===== config.mk =====
export PLATFORM = sky130hd
export DESIGN_NAME = spta_cell
export DESIGN_NICKNAME = d
export VERILOG_FILES = /design/src/spta_pkg.sv /design/src/spta_cell.sv
export SDC_FILE = /design/constraint.sdc
export NUM_CORES = 1
export LEC_CHECK = 0
export ABC_AREA = 1
export BUFFER_PORTS_ARGS = -buffer_cell sky130_fd_sc_hd__buf_2
export CAP_MARGIN = 10
export CORE_UTILIZATION = 35
export DETAILED_ROUTE_END_ITERATION = 10
export PLACE_DENSITY = 0.65
export SETUP_SLACK_MARGIN = 0.4
export SLEW_MARGIN = 40
export SYNTH_ARGS = -nofsm -noshare
export SYNTH_HDL_FRONTEND = slang
export SYNTH_SLANG_ARGS = --single-unit

===== constraint.sdc =====
create_clock -name i_clk -period 3.99 [get_ports i_clk]
set_clock_uncertainty 0.1 [all_clocks]
set_input_delay 0 -clock i_clk [delete_from_list [all_inputs] [get_ports i_clk]]
set_output_delay 0 -clock i_clk [all_outputs]
set_load 0.005 [all_outputs]

===== src/spta_pkg.sv =====
// Package with types and constants shared by the sparse polynomial term adder.
`timescale 1ns / 1ps
package spta_pkg;

    // Table size and the number of exponent bits kept in each cell.
    localparam int MAX_TERMS = 64;
    localparam int EXP_BITS  = 10;

    // Field widths fixed by the interface.
    localparam int IN_COEF_W  = 16;
    localparam int IN_EXP_W   = 10;
    localparam int SUM_COEF_W = 22;
    localparam int CNT_W      = $clog2(MAX_TERMS + 1);

    // One input request: a polynomial term.
    typedef struct packed {
        logic signed [IN_COEF_W-1:0] coefficient;
        logic        [IN_EXP_W-1:0]  exponent;
        logic                        final_term;
    } t_in;

    // One result request: a summed term.
    typedef struct packed {
        logic signed [SUM_COEF_W-1:0] sum_coefficient;
        logic        [IN_EXP_W-1:0]   sum_exponent;
        logic                         last_result;
        logic                         overflow;
    } t_out;

    // Contents of one cell of the sorted chain.
    typedef struct packed {
        logic                         valid;
        logic        [EXP_BITS-1:0]   exp;
        logic signed [SUM_COEF_W-1:0] coef;
    } t_cell_data;

    // Term broadcast to all cells on insertion.
    typedef struct packed {
        logic        [EXP_BITS-1:0]  exp;
        logic signed [IN_COEF_W-1:0] coef;
    } t_term;

    // Control sent from the sequencer to every cell.
    typedef struct packed {
        logic clr;
        logic shift;
        logic ins;
        logic any_eq;
    } t_cell_ctl;

endpackage


===== src/spta_cell.sv =====
// One cell of the sorted insertion chain: holds a term; clears, shifts, inserts or merges.
`timescale 1ns / 1ps
module spta_cell (
    input  logic                i_clk,
    input  logic                i_rst_n,
    input  spta_pkg::t_cell_ctl  i_ctl,
    input  spta_pkg::t_term      i_term,
    input  spta_pkg::t_cell_data i_left,
    input  logic                i_left_before,
    input  spta_pkg::t_cell_data i_right,
    output spta_pkg::t_cell_data o_data,
    output logic                o_before,
    output logic                o_eq,
    output logic                o_nonzero
);
    import spta_pkg::*;

    logic                         r_valid, n_valid;
    logic        [EXP_BITS-1:0]   r_exp, n_exp;
    logic signed [SUM_COEF_W-1:0] r_coef, n_coef;

    // Compare the held term against the broadcast term.
    assign o_before  = r_valid && (r_exp > i_term.exp);
    assign o_eq      = r_valid && (r_exp == i_term.exp);
    assign o_nonzero = r_valid && (r_coef != '0);
    assign o_data    = '{valid: r_valid, exp: r_exp, coef: r_coef};

    // Next contents: clear, shift toward the head, or sorted insert/merge.
    always_comb begin
        n_valid = r_valid;
        n_exp   = r_exp;
        n_coef  = r_coef;
        priority if (i_ctl.clr) begin
            n_valid = 1'b0;
        end else if (i_ctl.shift) begin
            n_valid = i_right.valid;
            n_exp   = i_right.exp;
            n_coef  = i_right.coef;
        end else if (i_ctl.ins) begin
            if (i_ctl.any_eq) begin
                if (o_eq) begin
                    n_coef = r_coef + SUM_COEF_W'(i_term.coef);
                end
            end else if (!o_before) begin
                if (i_left_before) begin
                    n_valid = 1'b1;
                    n_exp   = i_term.exp;
                    n_coef  = SUM_COEF_W'(i_term.coef);
                end else begin
                    n_valid = i_left.valid;
                    n_exp   = i_left.exp;
                    n_coef  = i_left.coef;
                end
            end
        end
    end

    // Valid flag is reset; the term payload is not.
    always_ff @(posedge i_clk) begin
        if (!i_rst_n) begin
            r_valid <= 1'b0;
        end else begin
            r_valid <= n_valid;
        end
    end

    always_ff @(posedge i_clk) begin
        r_exp  <= n_exp;
        r_coef <= n_coef;
    end

endmodule


==> metrics.cfg <==
[synth]
synth.yosys.warnings=0
synth-seq-area-share_pct=26.7
yosys.cell_types.count=33
synth_fa_ha_area_share_pct=11.1
synth_top_family_by_area=simple AND/OR/NAND/NOR gates
synth_seq_cells=33
synth_top_cell_by_area=edfxtp_1
ys_async_sr_fraction_pct=0
synth_enable_flop_cells=32
yosys-top-cells-count=nand2_1 (191), inv_1 (75), nor2_1 (72), a21oi_1 (52), nand3_1 (41)
syn_area_per_cell_sq_um=6.31
synth_xor_area_share_pct=1.19
synthSimpleGateAreaFrac_pct=38.3
synth_mux_area_share_pct=0
synthFlopType=edfxtp_1
syn_inst=583
synth_compound_area_share_pct=12.7
synth_most_common_cell=nand2_1
yosysTopAreaCellShare_pct=26.1
synthesis.nets=714
netlist_area_sq_um=3680
synth.area.top_cells=edfxtp_1 (26%), nand2_1 (20%), ha_1 (11%)

[clock_tree]
h-tree-depth=2
cts_root_buffer=clkbuf_8
path_clk_slew_ns=0.07
cts-buffers-inserted=5
cts_max_path_buffers=2
cts_setup_buffers=0
cts_tree=yes
clock-sinks=33
clock_latency_ns=0.30

[layout]
nets=883
utilization_pct=48.7
finalNonFillerCells=889
area_growth_pct=35.5
diodes=0
design_area_sq_um=4980
drive_above_1_share_pct=21.2
fill_cells=1048

[timing]
period_share_pct=65.4
setup_violations=0
max_slew_margin_pct=60.1
min_period_ns=2.61
slew_viol_final=0
hold_viol=0
setup_slack_ns=1.38
tns_ns=0
rsz0062_at_grt=false
fmax_mhz=383
tightest_slew_ns=0.599

[global_route]
grt_overflow=0
grt_antenna_before_repair=0
grt_max_degree=47
grt_pass1_wl_microns=20100
gr-usage-all-layers_pct=22.7
grt_pass1_vias=4369

[min_path]
min_path_type=input port to flip-flop
min_from=i_ctl[3]
min_to=r_exp[1]$_DFFE_PP_
whs_path_depth=2

[floorplanning]
coreArea_sq_um=10200
pin_count=135
num_rows=37
fp.dieH_microns=104
start_util_pct=35.9
die_x_microns=104
dieArea_sq_um=10900

[power]
peakVddDrop_mv=0.129
pwr-share-clk_pct=22.1
power_frac_seq_pct=35.8
pwr_density_cell_nw_per_um2=244
leakage_nw=2.60
swShare_pct=38.3
p_sw_uw=466
p_int_uw=752
p_comb_share_pct=42.1

[setup_path]
worst_ep_required_time_ns=3.88
rr_endpoint=r_coef[1]$_DFFE_PP_
worstPathArrival_ns=2.50
crit_path_start_kind=flip-flop
rrSetupSlack_ns=1.38
r2r_start=r_exp[9]$_DFFE_PP_
end_kind=flip-flop
path_class=flip-flop to flip-flop
cp_max_fo=13
rr_worst_depth=8

[placement]
place_congestion=0.957
dpl.cell_count=838
place_area_sq_um=4460
place_ws_ns=1.20
io_buffers=134
dp_hpwl_microns=9320

[routing]
totalWireLength_microns=12400
drc_errors=0
vias_per_cell=5.01
vias=4454
dr.pass1.iters=5
drt-initial-drc-count=298
wl_per_cell_microns=14.0
ant_nets=0

[run]
maxCapViolCount=0

[status]
status=complete, no violations

## critical path, cell delays in order, from the launching register on
cell	delay, ns
edfxtp_1	0.41
ha_1	0.33
nand2_1	0.10
nor2_1	0.21
nand4_1	0.15
nand3_1	0.16
nor2_1	0.09
nor3_4	0.41
buf_4	0.34
## cell usage in the layout, fill, tap and decap left out, types with 2 or more instances in the layout
cell           instances
ha_1                  31
o221ai_1               2
o21bai_1               2
a21oi_1               51
nand4_1                5
nand2_1              191
buf_2                134
nor4_1                 6
inv_1                 74
dlygate4sd3_1         43
nand3b_1               6
clkbuf_8               5
o21a_1                 2
nand3_2                3
clkinv_2               2
nor3_1                 5
o21ai_0               13
nor2_1                72
o211ai_1               5
buf_4                  2
xor2_1                 4
nand3_1               41
a21oi_2                4
edfxtp_1              32
or2_2                  3
a31oi_1                5
inv_2                  2
## cell type report
class	count	area [sq um]	share of cell area, %
multi-input cells	457	2340	47.0
clock buffers	5	68.8	1.38
flip-flops and latches	33	981	19.7
repair buffers	179	1120	22.4
well taps	136	170	3.42
clock inverters	3	17.5	0.352
inverters	76	285	5.73
## per-stage QoR
stage / power (mW) / hold WS [ns]
6_report: 1.22 / 0.0124
5_1_grt: 1.30 / 0.0119
4_1_cts: 1.21 / 0.0105
3_5_place_dp: 0.909 / 0.176
3_3_place_gp: 0.903 / 0.176
2_1_floorplan: 0.747 / 0.0410
## registers in the layout, summed over array words and instances (netlist names)
signal,count
r_coef,22
r_valid,1
r_exp,10
## what timing repair did
item / in CTS / in global routing
resized for setup: 0 / 0
endpoints found under the hold margin: 31 / 0
hold buffers: 43 / 0
## worst max-delay path by stage
stage / slack (ns) / to / from / depth (start not counted)
2_1_floorplan: 0.72 / r_coef[0]$_DFFE_PP_ / r_exp[9]$_DFFE_PP_ / 7
3_5_place_dp: 1.20 / r_coef[4]$_DFFE_PP_ / r_exp[9]$_DFFE_PP_ / 8
5_1_grt: 1.18 / r_coef[0]$_DFFE_PP_ / r_exp[9]$_DFFE_PP_ / 8
6_report: 1.38 / r_coef[1]$_DFFE_PP_ / r_exp[9]$_DFFE_PP_ / 8
4_1_cts: 1.14 / r_coef[1]$_DFFE_PP_ / r_exp[9]$_DFFE_PP_ / 8
3_3_place_gp: 1.38 / r_coef[12]$_DFFE_PP_ / r_exp[3]$_DFFE_PP_ / 11
## routing by layer
metal,global-route usage [%],wire [microns]
met5,0,0
met4,8.47,338
met3,3.82,903
met2,38.9,5910
met1,28.3,5290
## logic make-up (layout without fill, tap and decap cells)
logic type / count (synthesis) / in the layout
flops: 33 / 33
fa+ha+maj: 32 / 32
compound gates: 84 / 84
simple gates: 336 / 336
xor+xnor: 5 / 5
buf+inv: 93 / 263
## power by group through the flow
stage               combinational, mW  sequential [mW]  clock [mW]
floorplan                       0.306            0.441           0
global placement                0.461            0.443           0
detailed placement              0.466            0.443           0
CTS                             0.506            0.435       0.271
global route                    0.577            0.438       0.283
finish                          0.513            0.435       0.269
Power figures use the tool's default switching activity.
